[src/hdl/cfsq_pkg.sv]
`timescale 1ns / 1ps
package cfsq_pkg;

    localparam int SLOTS_DEFAULT = 16;
    localparam int VAL_W         = 31;
    localparam int LARGEST_W     = 32;
    localparam int NIB_W         = 4;

    localparam logic signed [LARGEST_W-1:0] NONE_LARGEST = -32'sd1;

    typedef enum logic [1:0] {
        CMD_QUERY = 2'd0,
        CMD_PUSH  = 2'd1,
        CMD_POP   = 2'd2
    } t_command;

    typedef enum logic [1:0] {
        ST_IDLE,
        ST_SCAN,
        ST_OUT
    } t_state;

    // controller -> datapath
    typedef struct packed {
        logic start;
        logic issue;
        logic load_out;
    } t_ctl;

    // datapath -> controller
    typedef struct packed {
        logic rem_zero;
        logic rd_vld;
    } t_sts;

endpackage

[src/hdl/cfsq_ram.sv]
`timescale 1ns / 1ps
module cfsq_ram #(
    parameter  int WIDTH = 31,
    parameter  int DEPTH = 16,
    localparam int AW    = (DEPTH > 1) ? $clog2(DEPTH) : 1
) (
    input  logic             i_clk,
    input  logic             i_we,
    input  logic [AW-1:0]    i_waddr,
    input  logic [WIDTH-1:0] i_wdata,
    input  logic             i_re,
    input  logic [AW-1:0]    i_raddr,
    output logic [WIDTH-1:0] o_rdata
);

    logic [WIDTH-1:0] r_mem [DEPTH];
    logic [WIDTH-1:0] r_rdata;

    always_ff @(posedge i_clk) begin
        if (i_we) begin
            r_mem[i_waddr] <= i_wdata;
        end
        if (i_re) begin
            r_rdata <= r_mem[i_raddr];
        end
    end

    assign o_rdata = r_rdata;

endmodule

[src/hdl/cfsq_ctrl.sv]
`timescale 1ns / 1ps
module cfsq_ctrl (
    input  logic           i_clk,
    input  logic           i_rst_n,
    input  logic           i_in_valid,
    output logic           o_in_ready,
    output logic           o_out_valid,
    input  logic           i_out_ready,
    output cfsq_pkg::t_ctl o_ctl,
    input  cfsq_pkg::t_sts i_sts
);

    cfsq_pkg::t_state r_state, n_state;
    logic             r_out_valid, n_out_valid;
    logic             out_free;

    assign out_free = !r_out_valid || i_out_ready;

    always_comb begin
        n_state = r_state;
        unique case (r_state)
            cfsq_pkg::ST_IDLE: begin
                if (i_in_valid) n_state = cfsq_pkg::ST_SCAN;
            end
            cfsq_pkg::ST_SCAN: begin
                if (i_sts.rem_zero && !i_sts.rd_vld) n_state = cfsq_pkg::ST_OUT;
            end
            cfsq_pkg::ST_OUT: begin
                if (out_free) n_state = cfsq_pkg::ST_IDLE;
            end
            default: n_state = cfsq_pkg::ST_IDLE;
        endcase
    end

    always_comb begin
        o_in_ready     = 1'b0;
        o_ctl.start    = 1'b0;
        o_ctl.issue    = 1'b0;
        o_ctl.load_out = 1'b0;
        unique case (r_state)
            cfsq_pkg::ST_IDLE: begin
                o_in_ready  = 1'b1;
                o_ctl.start = i_in_valid;
            end
            cfsq_pkg::ST_SCAN: begin
                o_ctl.issue = !i_sts.rem_zero;
            end
            cfsq_pkg::ST_OUT: begin
                o_ctl.load_out = out_free;
            end
            default: ;
        endcase
    end

    always_comb begin
        n_out_valid = r_out_valid;
        if (o_ctl.load_out) begin
            n_out_valid = 1'b1;
        end else if (i_out_ready) begin
            n_out_valid = 1'b0;
        end
    end

    always_ff @(posedge i_clk) begin
        if (!i_rst_n) begin
            r_state     <= cfsq_pkg::ST_IDLE;
            r_out_valid <= 1'b0;
        end else begin
            r_state     <= n_state;
            r_out_valid <= n_out_valid;
        end
    end

    assign o_out_valid = r_out_valid;

endmodule

[src/hdl/cfsq_dp.sv]
`timescale 1ns / 1ps
module cfsq_dp #(
    parameter int SLOTS = cfsq_pkg::SLOTS_DEFAULT
) (
    input  logic                                  i_clk,
    input  logic                                  i_rst_n,
    input  cfsq_pkg::t_ctl                        i_ctl,
    output cfsq_pkg::t_sts                        o_sts,
    input  logic [1:0]                            i_command,
    input  logic [cfsq_pkg::VAL_W-1:0]            i_value,
    output logic                                  o_accepted,
    output logic [cfsq_pkg::NIB_W-1:0]            o_occupancy,
    output logic                                  o_is_empty,
    output logic                                  o_is_full,
    output logic [cfsq_pkg::VAL_W-1:0]            o_head_value,
    output logic signed [cfsq_pkg::LARGEST_W-1:0] o_largest,
    output logic                                  o_key_present,
    output logic [cfsq_pkg::NIB_W-1:0]            o_key_count
);

    localparam int PW = $clog2(SLOTS);
    localparam int CW = (PW > cfsq_pkg::NIB_W) ? PW : cfsq_pkg::NIB_W;

    function automatic logic [PW-1:0] ring_next(input logic [PW-1:0] p);
        ring_next = (p == PW'(SLOTS - 1)) ? '0 : p + PW'(1);
    endfunction

    function automatic logic [PW-1:0] ring_occ(input logic [PW-1:0] f, input logic [PW-1:0] b);
        ring_occ = (b - f) + ((b < f) ? PW'(SLOTS) : '0);
    endfunction

    logic [PW-1:0]                r_front, n_front;
    logic [PW-1:0]                r_back, n_back;
    logic [PW-1:0]                r_rd_ptr;
    logic [PW-1:0]                r_rem;
    logic                         r_rd_vld;
    logic [cfsq_pkg::VAL_W-1:0]   r_key;
    logic                         r_acc;
    logic [PW-1:0]                r_occ;
    logic                         r_have;
    logic [cfsq_pkg::VAL_W-1:0]   r_head;
    logic [cfsq_pkg::VAL_W-1:0]   r_best;
    logic [PW-1:0]                r_matches;

    logic                         push_ok, pop_ok;
    logic                         full_now, empty_now;
    logic [PW-1:0]                rd_addr;
    logic [cfsq_pkg::VAL_W-1:0]   rd_data;
    logic [CW-1:0]                occ_ext, match_ext;

    logic                                  r_o_accepted;
    logic [cfsq_pkg::NIB_W-1:0]            r_o_occupancy;
    logic                                  r_o_is_empty;
    logic                                  r_o_is_full;
    logic [cfsq_pkg::VAL_W-1:0]            r_o_head_value;
    logic signed [cfsq_pkg::LARGEST_W-1:0] r_o_largest;
    logic                                  r_o_key_present;
    logic [cfsq_pkg::NIB_W-1:0]            r_o_key_count;

    assign full_now  = (ring_next(r_back) == r_front);
    assign empty_now = (r_front == r_back);

    always_comb begin
        n_front = r_front;
        n_back  = r_back;
        push_ok = 1'b0;
        pop_ok  = 1'b0;
        if (i_ctl.start) begin
            unique case (i_command)
                cfsq_pkg::CMD_PUSH: begin
                    push_ok = !full_now;
                    if (!full_now) n_back = ring_next(r_back);
                end
                cfsq_pkg::CMD_POP: begin
                    pop_ok = !empty_now;
                    if (!empty_now) n_front = ring_next(r_front);
                end
                default: ;  // query only, and the spare code
            endcase
        end
    end

    assign rd_addr = ring_next(r_rd_ptr);

    cfsq_ram #(
        .WIDTH (cfsq_pkg::VAL_W),
        .DEPTH (SLOTS)
    ) u_ram (
        .i_clk   (i_clk),
        .i_we    (push_ok),
        .i_waddr (n_back),
        .i_wdata (i_value),
        .i_re    (i_ctl.issue),
        .i_raddr (rd_addr),
        .o_rdata (rd_data)
    );

    always_ff @(posedge i_clk) begin
        if (!i_rst_n) begin
            r_front  <= PW'(SLOTS - 1);
            r_back   <= PW'(SLOTS - 1);
            r_rem    <= '0;
            r_rd_vld <= 1'b0;
        end else begin
            r_front  <= n_front;
            r_back   <= n_back;
            r_rd_vld <= i_ctl.issue;
            if (i_ctl.start) begin
                r_rem <= ring_occ(n_front, n_back);
            end else if (i_ctl.issue) begin
                r_rem <= r_rem - PW'(1);
            end
        end
    end

    // scan walks from the oldest entry; read data lands in the cycle after the issue
    always_ff @(posedge i_clk) begin
        if (i_ctl.start) begin
            r_rd_ptr  <= n_front;
            r_key     <= i_value;
            r_acc     <= push_ok || pop_ok;
            r_occ     <= ring_occ(n_front, n_back);
            r_have    <= 1'b0;
            r_head    <= '0;
            r_best    <= '0;
            r_matches <= '0;
        end else begin
            if (i_ctl.issue) begin
                r_rd_ptr <= rd_addr;
            end
            if (r_rd_vld) begin
                r_have <= 1'b1;
                if (!r_have) begin
                    r_head <= rd_data;
                    r_best <= rd_data;
                end else if (rd_data > r_best) begin
                    r_best <= rd_data;
                end
                if (rd_data == r_key) begin
                    r_matches <= r_matches + PW'(1);
                end
            end
        end
    end

    assign occ_ext   = CW'(r_occ);
    assign match_ext = CW'(r_matches);

    always_ff @(posedge i_clk) begin
        if (i_ctl.load_out) begin
            r_o_accepted    <= r_acc;
            r_o_occupancy   <= occ_ext[cfsq_pkg::NIB_W-1:0];
            r_o_is_empty    <= empty_now;
            r_o_is_full     <= full_now;
            r_o_head_value  <= r_head;
            r_o_largest     <= r_have ? $signed({1'b0, r_best}) : cfsq_pkg::NONE_LARGEST;
            r_o_key_present <= (r_matches != '0);
            r_o_key_count   <= match_ext[cfsq_pkg::NIB_W-1:0];
        end
    end

    assign o_sts.rem_zero = (r_rem == '0);
    assign o_sts.rd_vld   = r_rd_vld;

    assign o_accepted    = r_o_accepted;
    assign o_occupancy   = r_o_occupancy;
    assign o_is_empty    = r_o_is_empty;
    assign o_is_full     = r_o_is_full;
    assign o_head_value  = r_o_head_value;
    assign o_largest     = r_o_largest;
    assign o_key_present = r_o_key_present;
    assign o_key_count   = r_o_key_count;

endmodule

[src/hdl/circular_fifo_with_scan_queries_core.sv]
// Circular FIFO of SLOTS entries (one kept free) with scan queries.
// Input channel (i_in_valid / o_in_ready) carries a command and a 31-bit value:
// query only, push the value, or pop the head. Each beat yields one result beat
// on the output channel (o_out_valid / i_out_ready): whether the push or pop
// took effect, occupancy, empty and full flags, the head value, the largest
// stored value (-1 when empty) and how many stored entries equal the value.
// The stored entries are read one per cycle through the single read port of
// the slot RAM, and the result is moved into the output register once the
// scan is through.
// One item is in work at a time; the next input beat is taken as soon as the
// result has been moved into the output register, even if it is not yet taken.
// A stalled receiver holds the result in that register and the block waits
// with o_in_ready low once the following result is ready.
// Reset (i_rst_n low, synchronous) empties the FIFO and drops any pending
// result; the slot RAM is not cleared, as empty slots are never read.
`timescale 1ns / 1ps
module circular_fifo_with_scan_queries_core #(
    parameter int SLOTS = cfsq_pkg::SLOTS_DEFAULT
) (
    input  logic                                  i_clk,
    input  logic                                  i_rst_n,
    input  logic                                  i_in_valid,
    output logic                                  o_in_ready,
    input  logic [1:0]                            i_command,
    input  logic [cfsq_pkg::VAL_W-1:0]            i_value,
    output logic                                  o_out_valid,
    input  logic                                  i_out_ready,
    output logic                                  o_accepted,
    output logic [cfsq_pkg::NIB_W-1:0]            o_occupancy,
    output logic                                  o_is_empty,
    output logic                                  o_is_full,
    output logic [cfsq_pkg::VAL_W-1:0]            o_head_value,
    output logic signed [cfsq_pkg::LARGEST_W-1:0] o_largest,
    output logic                                  o_key_present,
    output logic [cfsq_pkg::NIB_W-1:0]            o_key_count
);

    cfsq_pkg::t_ctl ctl;
    cfsq_pkg::t_sts sts;

    cfsq_ctrl u_ctrl (
        .i_clk       (i_clk),
        .i_rst_n     (i_rst_n),
        .i_in_valid  (i_in_valid),
        .o_in_ready  (o_in_ready),
        .o_out_valid (o_out_valid),
        .i_out_ready (i_out_ready),
        .o_ctl       (ctl),
        .i_sts       (sts)
    );

    cfsq_dp #(
        .SLOTS (SLOTS)
    ) u_dp (
        .i_clk         (i_clk),
        .i_rst_n       (i_rst_n),
        .i_ctl         (ctl),
        .o_sts         (sts),
        .i_command     (i_command),
        .i_value       (i_value),
        .o_accepted    (o_accepted),
        .o_occupancy   (o_occupancy),
        .o_is_empty    (o_is_empty),
        .o_is_full     (o_is_full),
        .o_head_value  (o_head_value),
        .o_largest     (o_largest),
        .o_key_present (o_key_present),
        .o_key_count   (o_key_count)
    );

    // one item in work at a time
    a_one_in_flight: assert property (@(posedge i_clk) disable iff (!i_rst_n)
        (i_in_valid && o_in_ready) |=> !o_in_ready)
        else $error("input taken while an item is in work");

    a_empty_result: assert property (@(posedge i_clk) disable iff (!i_rst_n)
        (o_out_valid && o_is_empty) |->
            (o_largest == cfsq_pkg::NONE_LARGEST && o_head_value == '0 && !o_key_present))
        else $error("empty FIFO reported stored data");

    a_full_not_empty: assert property (@(posedge i_clk) disable iff (!i_rst_n)
        o_out_valid |-> !(o_is_full && o_is_empty))
        else $error("FIFO reported both full and empty");

    a_scan_no_overrun: assert property (@(posedge i_clk) disable iff (!i_rst_n)
        ctl.issue |-> !sts.rem_zero)
        else $error("slot read issued past the newest entry");

endmodule

[config.mk]
export PLATFORM = sky130hd
export DESIGN_NAME = circular_fifo_with_scan_queries_core
export DESIGN_NICKNAME = d
export VERILOG_FILES = /design/src/hdl/cfsq_pkg.sv /design/src/hdl/cfsq_ram.sv /design/src/hdl/cfsq_ctrl.sv /design/src/hdl/cfsq_dp.sv /design/src/hdl/circular_fifo_with_scan_queries_core.sv
export SDC_FILE = /design/constraint.sdc
export NUM_CORES = 1
export LEC_CHECK = 0
export BUFFER_PORTS_ARGS = -buffer_cell sky130_fd_sc_hd__buf_2
export CAP_MARGIN = 20
export CORE_ASPECT_RATIO = 1.2
export CORE_MARGIN = 2
export CORE_UTILIZATION = 25
export CTS_CLUSTER_DIAMETER = 60
export CTS_CLUSTER_SIZE = 16
export DETAILED_ROUTE_END_ITERATION = 6
export SKIP_CTS_REPAIR_TIMING = 1
export SLEW_MARGIN = 25
export SYNTH_ARGS = -nofsm -noshare
export SYNTH_HDL_FRONTEND = slang
export SYNTH_SLANG_ARGS = --single-unit
[constraint.sdc]
create_clock -name i_clk -period 11.3 [get_ports i_clk]
set_input_delay 1.695 -clock i_clk [delete_from_list [all_inputs] [get_ports i_clk]]
set_output_delay 1.695 -clock i_clk [all_outputs]
set_load 0.03 [all_outputs]
==> implementation parameters <==
Parameter                              Value

Setup path
  Cells along the critical path    buf_2 -> nand2_1 -> inv_4 -> nand3b_1 -> o21ba_2 -> mux2_2 -> inv_2 -> ha_1 -> inv_1 -> ha_1 -> a21oi_1 -> xnor2_1 -> o211a_1
  Slowest Stage Delay on Critical Path    580 ps
  Reg-to-reg startpoint    u_dp.r_back[0]
  Most frequent cell on the critical path    sky130_fd_sc_hd__ha_1
  Data arrival time at the worst-slack endpoint    5130 ps
  Setup slack of the most critical reg-to-reg path    7300 ps
  Critical Setup Path Class    in2reg
  Reg2Reg Depth    14
  CP startpoint kind    input port
  CP Data Required Time    roughly 12,000 ps
  Nature of the critical path endpoint    flip-flop
  Slowest cell on the critical path    sky130_fd_sc_hd__inv_4
  Maximum fanout count along the critical path    52
  Crit Reg-Reg Endpoint    u_dp.r_rem[2]
  Launch point of the critical path    i_in_valid
  Endpoint of the worst setup timing path    u_dp.r_rem[2]

Timing
  Total setup violations reported at the end of the flow    0
  RSZ-0062 raised after global routing    false
  Max Clock Skew    approximately 25 ps
  Min Hold Slack    approximately 420 ps
  Worst Tran Pin Value    roughly 1000 ps
  Fin. max-slew vios    0
  Tcrit/Tclk final    40.9%
  Sum of negative setup slack    0 ps
  Max transition margin    between 30 and 40%
  Maximum clock frequency    0.216 GHz
  Hold violation count in the final report    0
  Minimum clock period    4620 ps

Global route
  Largest net degree at the start of global routing    ~110
  Grt total ovfl    0
  Via count of the first global-routing pass    between 10,000 and 15,000
  GRT Util Overall    between 10% and 20%
  Antenna violations before repair    14
  First-pass GRT wire length    approximately 93,000 um

Power
  Largest vdd supply drop    roughly 0.17 mV
  Share of power burned in combinational logic    about 22%
  Share of power burned in the clock network    between 20% and 30%
  Static Leakage    10.0 nW
  Sequential cell fraction of total power    between 50% and 60%
  Switching part of the total    27.2%
  PwrDens    between 150 and 200 nW/um2
  Cell internal power dissipation    between 0.004 and 0.005 W
  Total chip power    between 0.006 and 0.007 W
  Net switching power    about 0.0017 W

Floorplan
  Width of the die    around 310 um
  Row count    ~130
  Top Ports    114
  Vertical extent of the die    about 370 um
  Area of the die    between 100,000 and 150,000 um2
  Initial standard-cell utilization of the core    between 20% and 30%
  Std-Cell Core Area    about 110,000 um2

Synth
  Post-synthesis instance total    roughly 1,500
  Synth top area cells    sky130_fd_sc_hd__edfxtp_1 68%, sky130_fd_sc_hd__mux4_2 12%, sky130_fd_sc_hd__dfxtp_1 5.9%
  Flip-flop and latch count after synthesis    725
  Most used flip-flop cell after synthesis    sky130_fd_sc_hd__edfxtp_1
  Count of flip-flops with a built-in enable after synthesis    642
  Proportion of synthesized flip-flops having asynchronous set or reset    0%
  Post-synth top area share    ~68%
  Synth top cells by count    642 x sky130_fd_sc_hd__edfxtp_1, 148 x sky130_fd_sc_hd__mux4_2, 132 x sky130_fd_sc_hd__nand2_1
  Area leader, netlist    sky130_fd_sc_hd__edfxtp_1
  Top-count cell post-synth    sky130_fd_sc_hd__edfxtp_1
  Post-synthesis net count    about 1,600
  YS warnings    0
  Area of the mapped netlist    ~28,000 um2
  Share of the yosys chip area belonging to registers    74.4%
  Synthesized area divided by synthesized cell count    18.6 um2
  Number of distinct library cells after synthesis    60

Placement
  Placer's final routability congestion estimate    0.782
  Placement-stage cell area    roughly 30,000 um2
  Port buffer count    around 110
  Final HPWL from detailed placement    39,300 um

Cells and area
  Area growth from synthesis to layout    14.3%
  Count of filler cells inserted in the layout    roughly 11,000
  Area of the multi-input gates    slightly below 7000 um2
  Area of all placed cells without fillers    around 32,000 um2
  Flip-flop and latch area    between 20,000 and 25,000 um2
  Final net count    ~1,700
  Layout cells sized above 1    about a quarter

Clock tree
  Total CTS buffers    53
  Master cell of the clock root buffer    sky130_fd_sc_hd__clkbuf_16
  CTS tree    done
  Clock sink total    between 700 and 800
  Worst-Skew Late Latency    approximately 620 ps
  CTS Buffer Depth    3
  # H-tree levels    2
  Clock Pin Slew Worst Setup and Hold Paths    ~70 ps

Drt
  Detailed router's first-iteration violation count    just under 1,000
  DRT antenna net count    0
  Vias per inst    4.36
  Total wirelength of the detailed-routed design    62,900 um
  Iteration count of the initial detailed-routing pass    5
  Total number of vias    approximately 14,000
  DRC violation count after routing    0
  Routed len/inst    ~20 um

Hold path
  Class of the tightest hold or removal check    reg2reg
  Worst Min Path Start    u_dp.occ_ext[0]

Flow run
  Max Cap Viol    0

Outcome
  Run status    finished clean
logic make-up after synthesis:
| kind of cell | after synthesis | share of synthesized area [%] |
|---|---|---|
| AO/OA/AOI/OAI | 118 | 2.74 |
| XOR/XNOR | 52 | 1.64 |
| adder cells (fa/ha/maj) | 40 | 1.78 |
| buffers and inverters | 118 | 1.82 |
| flip-flops | 725 | 74.4 |
| multiplexers | 188 | 13.3 |
| AND/OR/NAND/NOR | 269 | 4.34 |
routing by layer:
layer / global-route usage, % / share of wire, %
met5: 0 / 0.25
met4: 2.45 / 2.1
met3: 2.25 / 5.2
met2: 19.1 / 51
met1: 13.5 / 42
worst min path at each step:
| stage | slack, ps | depth (start not counted) | endpoint |
|---|---|---|---|
| 6_report | 420 | 0 | u_dp.o_occupancy[0] |
| 5_1_grt | 440 | 0 | u_dp.o_occupancy[0] |
| 4_1_cts | 420 | 0 | u_dp.o_occupancy[0] |
| 3_5_place_dp | 410 | 0 | u_dp.o_occupancy[0] |
| 3_3_place_gp | 420 | 0 | u_dp.o_head_value[19] |
| 2_1_floorplan | 400 | 0 | u_dp.o_accepted |
cell usage in the layout (no fill, tap or decap), types with 17 or more instances in the layout:
master / instances
sky130_fd_sc_hd__a21oi_1: 49
sky130_fd_sc_hd__buf_2: 113
sky130_fd_sc_hd__buf_4: 27
sky130_fd_sc_hd__clkbuf_1: 17
sky130_fd_sc_hd__clkbuf_16: 53
sky130_fd_sc_hd__dfxtp_1: 83
sky130_fd_sc_hd__edfxtp_1: 642
sky130_fd_sc_hd__ha_1: 39
sky130_fd_sc_hd__inv_1: 45
sky130_fd_sc_hd__mux2i_1: 37
sky130_fd_sc_hd__mux4_2: 148
sky130_fd_sc_hd__nand2_1: 131
sky130_fd_sc_hd__nor2_1: 52
sky130_fd_sc_hd__xnor2_1: 21
sky130_fd_sc_hd__xor2_1: 28
critical path: cells and delay by family:
kind | cells | cell delay (ps)
AO/OA/AOI/OAI | 3 | 810
XOR/XNOR | 1 | 100
adder cells (fa/ha/maj) | 2 | 420
buffers and inverters | 4 | 960
multiplexers | 1 | 460
AND/OR/NAND/NOR | 2 | 670
power groups by stage:
stage | registers [W] | logic (W) | clock network, W
floorplan | 0.00323 | 0.000970 | 0
global placement | 0.00324 | 0.00137 | 0
detailed placement | 0.00325 | 0.00140 | 0
CTS | 0.00319 | 0.00140 | 0.00182
global route | 0.00320 | 0.00148 | 0.00191
finish | 0.00319 | 0.00136 | 0.00177
cell type report:
cell class,instances,area share (%)
well taps,1496,5.82
inverters,48,0.568
diodes,1,0.00778
clock inverters,10,0.373
multi-input cells,667,21.3
repair buffers,142,2.49
flip-flops and latches,725,65.1
clock buffers,70,4.32
flip-flops by register name, indices dropped and copies added (netlist names), 31 cells and up:
register and flops:
u_dp.o_head_value 31, u_dp.u_ram.r_mem 496, u_dp.r_key 31, u_dp.o_largest 32
u_dp.r_best 31, u_dp.u_ram.o_rdata 31, u_dp.r_head 31
metrics by stage:
| step | instances | util [%] | setup WS [ps] |
|---|---|---|---|
| floorplan | 1510 | - | 4850 |
| global placement | 3078 | 27.5 | 6060 |
| detailed placement | 3078 | 27.5 | 6030 |
| CTS | 3158 | 28.8 | 6670 |
| global route | 3158 | 28.9 | 6380 |
| finish | 3159 | 28.9 | 6680 |
No activity file was read; power rests on OpenSTA's default activity.
